`config.mk`:
```
export PLATFORM = sky130hd
export DESIGN_NAME = ptt_cell
export DESIGN_NICKNAME = d
export VERILOG_FILES = /design/src/rtl/ptt_pkg.sv /design/src/rtl/ptt_cell.sv
export SDC_FILE = /design/constraint.sdc
export NUM_CORES = 1
export LEC_CHECK = 0
export ABC_CLOCK_PERIOD_IN_PS = 1700
export BUFFER_PORTS_ARGS = -buffer_cell sky130_fd_sc_hd__buf_2
export CAP_MARGIN = 20
export CORE_AREA = 2 2 177 179
export CTS_BUF_LIST = sky130_fd_sc_hd__clkbuf_8
export CTS_CLUSTER_SIZE = 30
export DETAILED_ROUTE_END_ITERATION = 8
export DIE_AREA = 0 0 179 181
export PLACE_DENSITY_LB_ADDON = 0.05
export SYNTH_ARGS = -nofsm -noshare
export SYNTH_HDL_FRONTEND = slang
export SYNTH_SLANG_ARGS = --single-unit
```
`constraint.sdc`:
```
create_clock -name clk_i -period 1.7 [get_ports clk_i]
set_input_delay 0.17 -clock clk_i [delete_from_list [all_inputs] [get_ports clk_i]]
set_output_delay 0.17 -clock clk_i [all_outputs]
set_load 0.005 [all_outputs]
```
`src/rtl/ptt_pkg.sv`:
```
// Package for the periodic timer table: payload types, codes and constants.
package ptt_pkg;

  localparam int unsigned TickPeriodReset = 10;

  typedef enum logic [1:0] {
    KIND_ADD    = 2'd0,
    KIND_REMOVE = 2'd1,
    KIND_TICK   = 2'd2,
    KIND_NONE   = 2'd3
  } kind_e;

  typedef enum logic [2:0] {
    ST_ADDED     = 3'd0,
    ST_REJECTED  = 3'd1,
    ST_FULL      = 3'd2,
    ST_REMOVED   = 3'd3,
    ST_FIRED     = 3'd4,
    ST_TICK_DONE = 3'd5
  } status_e;

  typedef struct packed {
    logic [1:0]  kind;
    logic [31:0] handler;
    logic [31:0] delay_ms;
    logic [31:0] arg_a;
    logic [31:0] arg_b;
    logic [31:0] arg_c;
    logic [31:0] arg_d;
    logic [7:0]  slot;
  } in_word_t;

  typedef struct packed {
    logic [2:0]  status;
    logic [5:0]  slot_index;
    logic [31:0] fired_handler;
    logic [31:0] out_arg_a;
    logic [31:0] out_arg_b;
    logic [31:0] out_arg_c;
    logic [31:0] out_arg_d;
    logic [31:0] tick_count;
    logic        last;
  } out_word_t;

  // One timer entry as it travels along the cell chain.
  typedef struct packed {
    logic [31:0]  handler;
    logic [31:0]  period;
    logic [31:0]  deadline;
    logic [127:0] args;
  } entry_t;

endpackage

```
`src/rtl/ptt_cell.sv`:
```
// One timer cell of the rotating chain: holds an entry, passes it on when shifting.
module ptt_cell (
  input  logic              clk_i,
  input  logic              rst_ni,
  input  logic              shift_i,
  input  ptt_pkg::entry_t   entry_i,
  output ptt_pkg::entry_t   entry_o
);
  import ptt_pkg::*;

  entry_t entry_q, entry_d;

  always_comb begin
    entry_d = shift_i ? entry_i : entry_q;
  end

  always_ff @(posedge clk_i or negedge rst_ni) begin
    if (!rst_ni) begin
      entry_q <= '0;
    end else begin
      entry_q <= entry_d;
    end
  end

  assign entry_o = entry_q;
endmodule

```
Word level (Yosys, flattened, before mapping):

Index checks and enable logic that the tools add are counted.
Widths: inputs -> output; s select.

* bits of input ports: 227
* flip-flop bits (word level): 224
* output and inout bits: 224

Logic depth before layout (Yosys ltp):

* depth after elaboration: 0
* mapped depth: 4

Worst setup path after synthesis:

Ideal clock, no wire load.

* path type: input to register
* start: input shift_i
* end: register entry_q (netlist bit entry_o[100])
* path buffers: 3
* path slack: 0.693 ns
* data arrival time: 0.882 ns
* library setup time: 0.125 ns
* required time: 1.575 ns
* stages: 4
* cells stage by stage: buf_6 -> buf_6 -> buf_6 -> mux2_4

RTL lines
* start: declaration: line ptt_cell.sv:5 `input logic shift_i,`
* end signal: assignment: line ptt_cell.sv:21 `entry_q <= entry_d;`
* end: declaration: line ptt_cell.sv:11 `entry_t entry_q, entry_d;`

No word-level cell between the ends.

Worst setup path after layout:

* start: register entry_q (netlist bit entry_o[180])
* end: output entry_o[180] (netlist name)

RTL lines
* end: declaration: line ptt_cell.sv:7 `output ptt_pkg::entry_t entry_o`

No word-level cell between the ends.

==> results.cfg <==
[critical_path]
critPathArrivalTime_ps = 1060
r2r_cells = 1
required_ps = 1530
worstPathCellList = buf_2
setup.worst_path.end_class = output pin
worstSetupPathType = reg2out
worstSetupPathDepth = 1
max_stage_delay_ps = 390
crit_fanout = 2
crit_slowest_cell = dfrtp_1
setup.worst_path.start_class = flip-flop
worstPathBufferInverterCount = 1
critical_path.top_delay_family = flip-flops

[floorplanning]
die-area_um2 = 32400
start_util_pct = 29.56
core-area_um2 = 30350
die_h_um = 181
rows = 64
fp.dieW_um = 179
top_level_ports = 451

[finish]
final_common_cell = buf_2
drive_gt1_share_pct = 61.86
n_fill_cell = 2737
layout_common_cells = buf_2 (448), dlygate4sd3_1 (225), dfrtp_1 (224), mux2_4 (160), mux2_2 (64)
multi_input_area_um2 = 3123
fin_area_um2 = 14790
fin_nets = 1411
area_growth_pct = 64.86
final_util_pct = 48.74
seqCellArea_um2 = 5605
diodes = 0
largest_register_ffs = 224

[sta]
finalCritPeriodShare_pct = 72.55
finClkSkew_ps = 0
slew-limit-headroom_pct = 68.02
hold_viol_final = 0
layout_setup_ws_ps = 466.7
max_freq_mhz = 810.8
setup_tns_ps = 0
setup_viol = 0
worstMarginPinSlew_ps = 479.6
report.final.slew_viol_count = 0
fin_crit_ps = 1233
rsz0062_at_grt = false

[placement]
placed_area_um2 = 11690
preCtsSetupSlack_ps = 385.9
port_buffers = 450
gp_congestion = 0.7830
hpwl_um = 19750

[detailed_routing]
first_pass_iters = 4
detail-route-antenna-nets = 0
drcViolationCount = 0
wl_per_cell_um = 17.55
vias = 6736
totalWireLength_um = 28250
drt-initial-drc-count = 134
vias_per_cell = 4.184

[clock_network]
cts_max_path_buffers = 3
h-tree-depth = 2
numCtsBuffers = 43
root_buffer = clkbuf_8
cts_sinks = 224
cts_tree = built
post-cts-setup-buffers = 0
clkSlewWorstSetupHoldPaths_ps = 60
clkLatencyLatePin_ps = 520
ctsResizeCount = 0

[global_route]
antenna_found_initial = 1
gr-total-overflow = 0
grt_pass1_wl_um = 42880
grt_pass1_vias = 7812
grt_util_all_layers_pct = 17.05
grt_max_degree = 59

[synth]
synth_fp_nets = 700
syn_avg_cell_area_um2 = 18.97
ys_ff_latch = 224
synth_seq_area_share_pct = 62.47
ys_warn_count = 0
syn_inst = 473
synth.distinct_cells = 5
synth_top_cell_by_area = dfrtp_1
syn-cell-area_um2 = 8972
synth.area.top_cells = dfrtp_1 (62%), mux2_4 (27%), mux2_2 (8.0%)
yosys.area.top_type_share_pct = 62.47

[outcome]
status = finished, final reports clean

[power_and_ir_drop]
leakagePower_nw = 7.509
ir_drop_mv = 0.5031
power_w = 0.01388
pwr_density_cell_nw_per_um2 = 938.2

[hold_path]
min_delay_path_depth = 2
hp-class = in2reg

[job]
max_cap_viol_count = 0
synth_stat cells, drive strengths merged:
master / n
buf: 25
dfrtp: 224
mux2: 224
power by group:
group	switching, W	internal (W)
registers	0.000296	0.00587
logic	0.000923	0.00161
clock network	0.00225	0.00293
path summary, 6_finish.rpt:
check                                               from                  endpoint  slack, ps
worst max-delay path            entry_o[180]$_DFFE_PN0P_              entry_o[180]        470
worst min-delay path                             shift_i  entry_o[150]$_DFFE_PN0P_         80
worst max register to register  entry_o[180]$_DFFE_PN0P_  entry_o[180]$_DFFE_PN0P_        920
worst min register to register  entry_o[159]$_DFFE_PN0P_  entry_o[159]$_DFFE_PN0P_        500
max in group asynchronous                         rst_ni    entry_o[2]$_DFFE_PN0P_        860
min in group asynchronous                         rst_ni  entry_o[206]$_DFFE_PN0P_        170
repair_timing:
| action | CTS | global route |
|---|---|---|
| endpoints found under the hold margin | 319 | 0 |
| hold buffers | 225 | 0 |
| endpoints found under the setup margin | 0 | 0 |
through the flow:
step | hold slack [ps] | cells
finish | 81.64 | 1610
global route | 40.39 | 1610
CTS | 43.63 | 1610
detailed placement | 148.0 | 1310
global placement | 144.9 | 1310
floorplan | -125.6 | 473
layer usage:
metal	vias to the layer above	routed length (um)	GRT usage, %
li1	3101	-	-
met5	-	13	0
met3	73	2668	5.997
met2	316	14160	30.23
met4	2	1042	6.959
met1	3244	10370	18.24
cells by family after synthesis:
group	after synthesis	synth area share, %
DFF	224	62.47
buffers and inverters	25	2.719
muxes	224	34.81
final cells by class:
type	instances	share of cell area [%]
clock inverter	19	0.5244
multi-input combinational	224	21.11
sequential	224	37.90
tap	396	3.350
clock buffer	56	5.211
timing repair buffer	691	31.91
Note: power is estimated with default switching activity, not from simulation.
