[config.mk]
export PLATFORM = sky130hd
export DESIGN_NAME = ptt_div
export DESIGN_NICKNAME = d
export VERILOG_FILES = /design/src/rtl/ptt_div.sv
export SDC_FILE = /design/constraint.sdc
export NUM_CORES = 1
export LEC_CHECK = 0
export BUFFER_PORTS_ARGS = -buffer_cell sky130_fd_sc_hd__buf_4
export CAP_MARGIN = 25
export CORE_UTILIZATION = 45
export CTS_CLUSTER_SIZE = 30
export DETAILED_ROUTE_END_ITERATION = 10
export PLACE_DENSITY = 0.67
export SLEW_MARGIN = 20
export SYNTH_ARGS = -nofsm -noshare
export SYNTH_HDL_FRONTEND = slang
export SYNTH_SLANG_ARGS = --single-unit
[constraint.sdc]
create_clock -name clk_i -period 4 [get_ports clk_i]
set_input_delay 0.2 -clock clk_i [delete_from_list [all_inputs] [get_ports clk_i]]
set_output_delay 0.2 -clock clk_i [all_outputs]
set_load 0.005 [all_outputs]
[src/rtl/ptt_div.sv]
// Restoring divider for delay to ticks conversion, one quotient bit per cycle.
module ptt_div (
  input  logic        clk_i,
  input  logic        rst_ni,
  input  logic        start_i,
  input  logic [31:0] dividend_i,
  input  logic [9:0]  divisor_i,
  output logic        done_o,
  output logic [31:0] quot_o
);
  logic [31:0] quot_q, quot_d;
  logic [9:0]  rem_q, rem_d;
  logic [9:0]  dvs_q, dvs_d;
  logic [5:0]  cnt_q, cnt_d;
  logic        run_q, run_d;
  logic        done_q, done_d;
  logic [10:0] trial;

  assign trial = {rem_q, quot_q[31]};

  always_comb begin
    quot_d = quot_q;
    rem_d  = rem_q;
    dvs_d  = dvs_q;
    cnt_d  = cnt_q;
    run_d  = run_q;
    done_d = 1'b0;
    if (start_i) begin
      quot_d = dividend_i;
      rem_d  = '0;
      dvs_d  = (divisor_i == '0) ? 10'd1 : divisor_i;
      cnt_d  = 6'd32;
      run_d  = 1'b1;
    end else if (run_q) begin
      if (trial >= {1'b0, dvs_q}) begin
        rem_d  = 10'(trial - {1'b0, dvs_q});
        quot_d = {quot_q[30:0], 1'b1};
      end else begin
        rem_d  = trial[9:0];
        quot_d = {quot_q[30:0], 1'b0};
      end
      cnt_d = cnt_q - 6'd1;
      if (cnt_q == 6'd1) begin
        run_d = 1'b0;
        // round up when a remainder is left
        if (rem_d != '0) quot_d = quot_d + 32'd1;
        done_d = 1'b1;
      end
    end
  end

  always_ff @(posedge clk_i or negedge rst_ni) begin
    if (!rst_ni) begin
      run_q  <= 1'b0;
      done_q <= 1'b0;
      cnt_q  <= '0;
    end else begin
      run_q  <= run_d;
      done_q <= done_d;
      cnt_q  <= cnt_d;
    end
  end

  always_ff @(posedge clk_i) begin
    quot_q <= quot_d;
    rem_q  <= rem_d;
    dvs_q  <= dvs_d;
  end

  assign done_o = done_q;
  assign quot_o = quot_q;
endmodule

## After elaboration in Yosys (flattened, before gate mapping)

Cells that the tools add are included.

- Add/sub/neg operators: 3
- Order comparisons: 1
- Eq/ne operators: 1
- Multiplexer cells: 18
- Reductions and logical operators: 3

Operators by type and width:

| kind | number |
|---|---|
| 32-bit two-way mux | 6 |
| 32-bit by 1-bit adder with 32-bit output, second input constant | 1 |
| 10-bit two-way mux | 3 |
| 6-bit two-way mux | 2 |
| 11-bit by 10-bit >= comparator with 1-bit output | 1 |
| 10-bit zero test | 1 |
| 10-bit nonzero test | 1 |
| 10-bit subtractor | 1 |
| 1-bit two-way mux | 7 |
| 6-bit by 1-bit equality test with 1-bit output, second input constant | 1 |
| 6-bit by 1-bit subtractor with 6-bit output, second input constant | 1 |
| 2-bit nonzero test | 1 |

- Flip-flop bits (word level): 60
- Output and inout port bits: 33
- Logic and storage cells: 32

## Longest topological paths before layout

Gate-level depths: netlist of the first run.

- Word-level depth: 9
- Mapped depth: 14

## Worst setup path after synthesis of the first run

Ideal clock, no wire load.

- Path type: register -> register
- Start point: register quot_q[31], in the netlist quot_o[31]
- End point: register quot_q[10], in the netlist quot_o[10], data pin
- Arrival: 3,071 ps
- Required time: 3,740 ps
- Slack: 669 ps
- Cell stages (with the launch flop): 15
- Path buffers: 3
- Period minus slack after synthesis: 3,331 ps
- Cell sequence: edfxtp_1 inv_1 ha_1 nand2b_1 a211oi_2 o21ai_1 a31oi_2 buf_2 buf_1 ha_1 o211ai_1 buf_2 a211oi_1 xnor2_1 mux2_2

- Cells in the longest elaborated chain, start to end: 9
- Elaborated cells between the ends (all ways): 14
- Classes of those cells: add/sub (2); order compare (1); mux (10); reduce/logical (1)

RTL lines:

| item | line | source |
|---|---|---|
| from (decl) | 11 | `logic [31:0] quot_q, quot_d;` |
| from (signal assigned) | 65 | `quot_q <= quot_d;` |
| 11-bit by 10-bit >= comparator with 1-bit output or 10-bit subtractor (tied branches) | 35, 36 |  |
| 1-bit two-way mux or 10-bit two-way mux (tied branches) | 35 | `if (trial >= {1'b0, dvs_q}) begin` |
| 32-bit two-way mux or 10-bit two-way mux (tied branches) | 34 | `end else if (run_q) begin` |
| 32-bit two-way mux or 10-bit two-way mux (tied branches) | 28 | `if (start_i) begin` |
| 32-bit by 1-bit adder with 32-bit output or 10-bit nonzero test (tied branches) | 46 | `if (rem_d != '0) quot_d = quot_d + 32'd1;` |
| 32-bit two-way mux * | 46 |  |
| 32-bit two-way mux * | 43 | `if (cnt_q == 6'd1) begin` |
| 32-bit two-way mux * | 34 |  |
| 32-bit two-way mux * | 28 |  |
| net quot_d[10] | 11 |  |

Mark *: on every way through the listed nets, which the timed path passes. The rest lies on a longest branch. The select of a mux whose other input is x is not followed.
A chain may end at the register's enable or synchronous reset.

## Final worst setup path of the first run

- Start point: register rem_q[3]
- End point: register quot_q[31], in the netlist quot_o[31], data pin

- Cells in the longest elaborated chain, start to end: 9
- Elaborated cells between the ends (all ways): 14
- Classes of those cells: add/sub (2); order compare (1); mux (10); reduce/logical (1)

RTL lines:

| item | line | source |
|---|---|---|
| from (decl) | 12 | `logic [9:0] rem_q, rem_d;` |
| from (signal assigned) | 66 | `rem_q <= rem_d;` |
| 11-bit by 10-bit >= comparator with 1-bit output or 10-bit subtractor (tied branches) | 35, 36 |  |
| 1-bit two-way mux or 10-bit two-way mux (tied branches) | 35 |  |
| 32-bit two-way mux or 10-bit two-way mux (tied branches) | 34 |  |
| 32-bit two-way mux or 10-bit two-way mux (tied branches) | 28 |  |
| 32-bit by 1-bit adder with 32-bit output or 10-bit nonzero test (tied branches) | 46 |  |
| 32-bit two-way mux * | 46 |  |
| 32-bit two-way mux * | 43 |  |
| 32-bit two-way mux * | 34 |  |
| 32-bit two-way mux * | 28 |  |
| net quot_d[31] | 11 |  |

Marked as above.

==> impl_results.md, run 1 <==
- Pre-CTS WS: 0.5831 ns
- Vias in the first global route: 3312
- Fraction of synthesized area in multiplexers: 0.02654
- Fin crit share: 0.8803
- Clock root cell: clkbuf_8
- EDFF count, synth: 42
- FMAX: between 200 and 300 MHz
- Placed insts: 579
- Top_reg_cell synth: edfxtp_1
- Io pins: ~80
- TritonRoute pass-1 iters: 5
- Number of DRC markers in iteration 0: ~180
- Port Buffers: 77
- Most frequent cell after synthesis: nand2_1
- Library cells used by synthesis: ~60
- Diode count: 0
- CTS Sinks: 60
- Slew at the pin closest to its max-slew limit: 0.8739 ns
- Status: finished clean
- Cts repair resizes: 0
- Synth area leader: edfxtp_1
- Crit path cell chain: ha_1, nand2_1, a211oi_2, o21ai_1, a31oi_4, buf_4, and3_1, nand2_1, or4_1, a31oi_1
- CP startpoint kind: flip-flop
- Gate count of the mapped netlist: roughly 420
- Peak VDD IR: 234.1 uV
- Largest family of logic cells by synthesized area: simple AND/OR/NAND/NOR gates
- CP peak stage delay: 0.47 ns
- Core Area: 8299 sq um
- Min Tclk post-route: 3.521 ns
- Crit Path Category: reg2reg
- Routability cong.: 0.9163
- Rows: 33
- CTS tree: done
- Layer with the highest usage: met2
- Post-synthesis cell area: 3913 sq um
- Synth Area in Simple Gates: 0.1999
- Syn-to-layout area delta: 23.19%
- Overall Global Routing Usage: 0.2373
- First-pass GRT wire length: 16.30 mm
- DRT antenna net count: 0
- WP buf/inv: 1
- Die ar.: 9072 sq um
- Setup-failing EPs final: 0
- Largest net degree at the start of global routing: 76
- Max_cap viols: 0
- Share of the yosys chip area belonging to registers: 0.4247
- Post-CTS setup buffer count: 0
- CP arrival: around 3.7 ns
- DR DRC count: 0
- Filler Cells Inserted: 737
- Starting density of the core: 0.4714
- Area fraction in compound gates after synthesis: 0.1653
- Chip Width: 95.25 um
- Global Route met2 Usage: 0.3702
- Cell at the slowest stage of the critical path: or4_1
- Skew-Pair Late Insertion Delay: 0.34 ns
- Total grt overflow: 0
- Drt via density: 5.765
- Vias: 3436
- Worst Path Required: roughly 4.1 ns
- Grt met1 use: 0.3322
- Avg WL per Cell: 17.02 um
- Setup_tns: 0 ns
- Non-filler instance count after layout: 596
- Dpl hpwl: roughly 7.2 mm
- Setup crit end kind: flip-flop
- Synth top area cells: edfxtp_1, dfrtp_1, dfxtp_1
- Leakage: 1.962 nW
- Fraction of registers with async set/reset: 0.1333
- Post-Syn Area per Cell: 9.338 sq um
- Setup ws final: 0.4790 ns
- Routed WL: 10.15 mm
- Synth top area share: 0.3224
- Slew Viols, Final: 0
- CP Max Fanout: 20
- Slew headroom: 0.4174
- Chip height: 95.25 um
- CTS Buf Count: 9
- GRT met3 Usage: 0.03668
- P per Cell Area: 540.7 nW/um^2
- Number of synthesized register bits: 60
- Register Area: 1662 sq um
- Final hold violations: 0
- Tightest Hold Check Type: in2reg
- Cell class contributing the biggest share of worst-path delay: simple AND/OR/NAND/NOR gates
- Post-synthesis adder-cell area fraction: 0.04669
- CTS Buffer Depth: 2
- Initial antenna violation count: 0
- Cell repeated most along the worst path: nand2_1
- Post-layout net count: 545
- Post-Synth XOR/XNOR Area: 0.08059
- Clock Skew: 0.009401 ns
- H-tree level count: 3
- Yosys warns: 0
- Worst-path clk slew: 0.07 ns
- Syn Nets: 478
- Multi-input gate area: 2039 sq um
- Top cells by count, synth: nand2_1, edfxtp_1, nor2_1, inv_1, clkbuf_1
- Fraction of layout instances using a drive strength above 1: 0.2424
- RSZ-0062 raised after global routing: no
## worst paths after layout
kind	start	endpoint	slack, ns	cells past startpoint
min in group asynchronous	rst_ni	cnt_q[3]	0.20	2
max	rem_q[3]	quot_o[31]	0.48	10
min	divisor_i[3]	dvs_q[3]	0.04	1
min reg2reg	rem_q[9]	rem_q[9]	0.52	2
max reg2reg	rem_q[3]	quot_o[31]	0.48	10
max in group asynchronous	rst_ni	run_q	3.67	2
## cell families (layout without fill, tap and decap cells)
group,count (synthesis),count (layout)
xor+xnor,36,36
mux,10,10
flops,60,60
buf+inv,55,127
compound gates,88,88
fa+ha+maj,14,14
simple gates,156,156
## power breakdown
part           total (mW)  internal (mW)  switching [mW]
sequential          0.936          0.799           0.137
combinational       0.975          0.430           0.545
clock               0.695          0.431           0.264
## area by class of cell
| type | instances | area share |
|---|---|---|
| inverter | 26 | 0.02025 |
| tap | 105 | 0.02726 |
| sequential | 60 | 0.3448 |
| timing repair buffer | 85 | 0.1329 |
| multi-input combinational | 304 | 0.4232 |
| clock inverter | 6 | 0.02310 |
| clock buffer | 10 | 0.02856 |
## metal layers
layer | share of wire | wire [um]
met2 | 0.47 | 4733
met5 | 0 | 0
met1 | 0.46 | 4715
met4 | 0.015 | 152
met3 | 0.054 | 543
## cells in the final DEF (no fill, tap or decap), types with 15 or more instances in the layout
cell,Yosys,layout
edfxtp_1,42,42
xnor2_1,20,20
buf_4,0,84
nand3_1,15,15
nor2_1,34,34
nand2_1,51,51
xor2_1,16,16
o21ai_0,20,20
a21oi_1,16,16
inv_1,25,25
## sequential cells by signal, summed over array words and instances (netlist names)
name	count
quot_o	32
dvs_q	10
rem_q	10
cnt_q	6
done_o	1
run_q	1
## repair_timing
action | in CTS | in global routing
hold endpoints to repair | 8 | 0
setup endpoints to repair | 0 | 0
hold buffers | 1 | 0
## metrics by stage
stage               hold WS [ns]  power, mW    util  instance area (sq um)
floorplan               -0.09559      1.582       -                   3913
global placement         0.02257      1.883  0.5495                   4561
detailed placement       0.02299      1.902  0.5495                   4561
CTS                      0.02465      2.598  0.5807                   4820
global route             0.01416      2.765  0.5807                   4820
finish                   0.03630      2.606  0.5807                   4820
(Power assumes the default switching activity.)
==> run 2, diff against run 1 <==
--- a/config.mk
+++ b/config.mk
@@ -10,8 +10,9 @@
 export CORE_UTILIZATION = 45
 export CTS_CLUSTER_SIZE = 30
 export DETAILED_ROUTE_END_ITERATION = 10
+export GPL_TIMING_DRIVEN = 0
 export PLACE_DENSITY = 0.67
-export SLEW_MARGIN = 20
+export SLEW_MARGIN = 15
 export SYNTH_ARGS = -nofsm -noshare
 export SYNTH_HDL_FRONTEND = slang
 export SYNTH_SLANG_ARGS = --single-unit
==> run 2 against run 1 <==
Effect of this change:
- design area increased by 1.6%
- critical endpoint is now quot_o[10]
- first-iteration DRC count increased by 2.3%
- fmax decreased by 6.7%
- largest cell class unchanged
- non-clock buffer count increased by 22
- critical path type unchanged
- die area unchanged
- setup slack got worse by 0.25 ns
==> impl_results.md, run 2 (synthesis results as in run 1) <==
- Tightest Hold Check Type: in2reg
- Hold slack: 0.1117 ns
- Skew-Pair Late Insertion Delay: 0.35 ns
- Pre-CTS WS: -0.1491 ns
- Initial antenna violation count: 0
- Total Power: about 2.6 mW
- First-pass GRT wire length: 16.35 mm
- Port Buffers: 77
- CTS tree: done
- Placed cell areas: 4622 sq um
- Slew Viols, Final: 0
- Slew headroom: 0.4403
- RSZ-0062 raised after global routing: no
- Leakage: 1.987 nW
- CP startpoint kind: flip-flop
- Fin crit share: 0.9432
- CP Max Fanout: 10
- Worst R2R Setup Slack: between 0.2 and 0.25 ns
- Min Tclk post-route: about 3.8 ns
- Slew at the pin closest to its max-slew limit: 0.8395 ns
- Avg WL per Cell: 16.67 um
- Die ar.: 9072 sq um
- Vias: 3465
- Setup ws final: 0.2271 ns
- Vias in the first global route: 3319
- Most frequent cells in the layout: buf_4, nand2_1, edfxtp_1, nor2_1, inv_1
- Overall Global Routing Usage: 0.2367
- CTS Buffer Depth: 2
- Io pins: slightly below 80
- CP arrival: 3.88 ns
- Reg2reg end: quot_o[10]
- Design Area, Final: 4897 sq um
- Total grt overflow: 0
- Fraction of layout instances using a drive strength above 1: 0.2300
- Setup crit end kind: flip-flop
- Flip-flop count of the largest register after layout: 32
- Chip Width: 95.25 um
- Starting density of the core: 0.4714
- Peak VDD IR: 264.4 uV
- Chip height: roughly 95 um
- Critical path endpoint: quot_o[10]
- Cell at the slowest stage of the critical path: edfxtp_1
- Post-CTS setup buffer count: 0
- FMAX: 265.0 MHz
- Clock Skew: 0.01558 ns
- Largest net degree at the start of global routing: 33
- DR DRC count: 0
- H-tree level count: 3
- Dpl hpwl: 7.484 mm
- Setup_tns: 0 ns
- DRT antenna net count: 0
- P per Cell Area: 527.9 nW/um^2
- Post-layout net count: 567
- TritonRoute pass-1 iters: 4
- Crit path cell chain: inv_1, ha_1, nand2b_1, a211oi_4, o21ai_1, a31oi_4, buf_4, clkbuf_4, ha_1, o211ai_1, buf_4, a211oi_1, xnor2_1, mux2_2
- Leading cell type in the layout, fill and taps excluded: buf_4
- RR Startpoint: quot_o[31]
- Reg2reg path depth: 14
- Final hold violations: 0
- CTS Sinks: 60
- Rows: 33
- Syn-to-layout area delta: 25.17%
- Max_cap viols: 0
- Worst-path clk slew: approximately 0.080 ns
- Routed WL: 10.30 mm
- CTS Buf Count: 9
- Drt via density: 5.607
- Worst Path Required: roughly 4.1 ns
- Routability cong.: 0.8687
- Status: finished clean
- Worst Setup SP: quot_o[31]
- Clock root cell: clkbuf_8
- Diode count: 0
- Setup-failing EPs final: 0
- Core Area: 8299 sq um
- CP peak stage delay: ~0.46 ns
- Number of DRC markers in iteration 0: 180
- Crit Path Category: reg2reg
==> run 2: cell count changes in the layout (fill, tap and decap cells not counted), sizes merged <==
cell,change
clkbuf,+23
clkinvlp,-1
clkinv,+1
buf,-1
==> run 2: power by group <==
group	switching, mW	internal, mW	leakage [nW]
Sequential	0.126	0.799	0.623
Clock	0.257	0.410	0.118
Combinational	0.557	0.437	1.25
==> run 2: repair_timing <==
item | 4_1_cts | 5_1_grt
pin swaps | 0 | 2
endpoints found under the setup margin | 14 | 14
hold buffers | 1 | 0
gates resized for setup | 1 | 10
endpoints found under the hold margin | 8 | 0
==> run 2: critical path: cells and delay by family (launching register included) <==
kind | cells | cell delay, ns
flip-flops | 1 | 0.46
buffers and inverters | 4 | 0.83
AO/OA/AOI/OAI | 5 | 1.26
AND/OR/NAND/NOR | 1 | 0.21
XOR/XNOR | 1 | 0.09
multiplexers | 1 | 0.26
adder cells (fa/ha/maj) | 2 | 0.42
==> run 2: routing by layer <==
layer  vias to the layer above  wire (um)  GRT usage  part of all wire
met5                         -          0          0                 0
met4                         0        140    0.07828             0.014
met3                        14        492    0.04306             0.048
met2                        86       4669     0.3661              0.45
met1                      1666       5001     0.3322              0.49
li1                       1699          -          -                 -
==> run 2: how the worst min path moves through the flow <==
stage | endpoint | start | cells after the start
2_1_floorplan | cnt_q[0] | rst_ni | 0
3_3_place_gp | cnt_q[4] | rst_ni | 1
3_5_place_dp | cnt_q[2] | rst_ni | 1
4_1_cts | dvs_q[0] | divisor_i[0] | 2
5_1_grt | dvs_q[0] | divisor_i[0] | 2
6_report | dvs_q[2] | divisor_i[2] | 2
==> run 2: through the flow <==
stage                     utilization  std cells
after floorplan                     -        419
after global placement         0.5569        601
after detailed placement       0.5569        601
after CTS                      0.5862        618
after global routing           0.5901        618
final                          0.5901        618
==> run 2: final cells by class <==
class | instances | area [sq um]
buffer | 29 | 131.4
clock buffer | 10 | 127.6
clock inverter | 6 | 103.9
fill | 742 | 3402
inverter | 26 | 97.59
multi-input combinational | 304 | 2056
sequential | 60 | 1662
tap | 105 | 131.4
timing repair buffer | 78 | 588.1
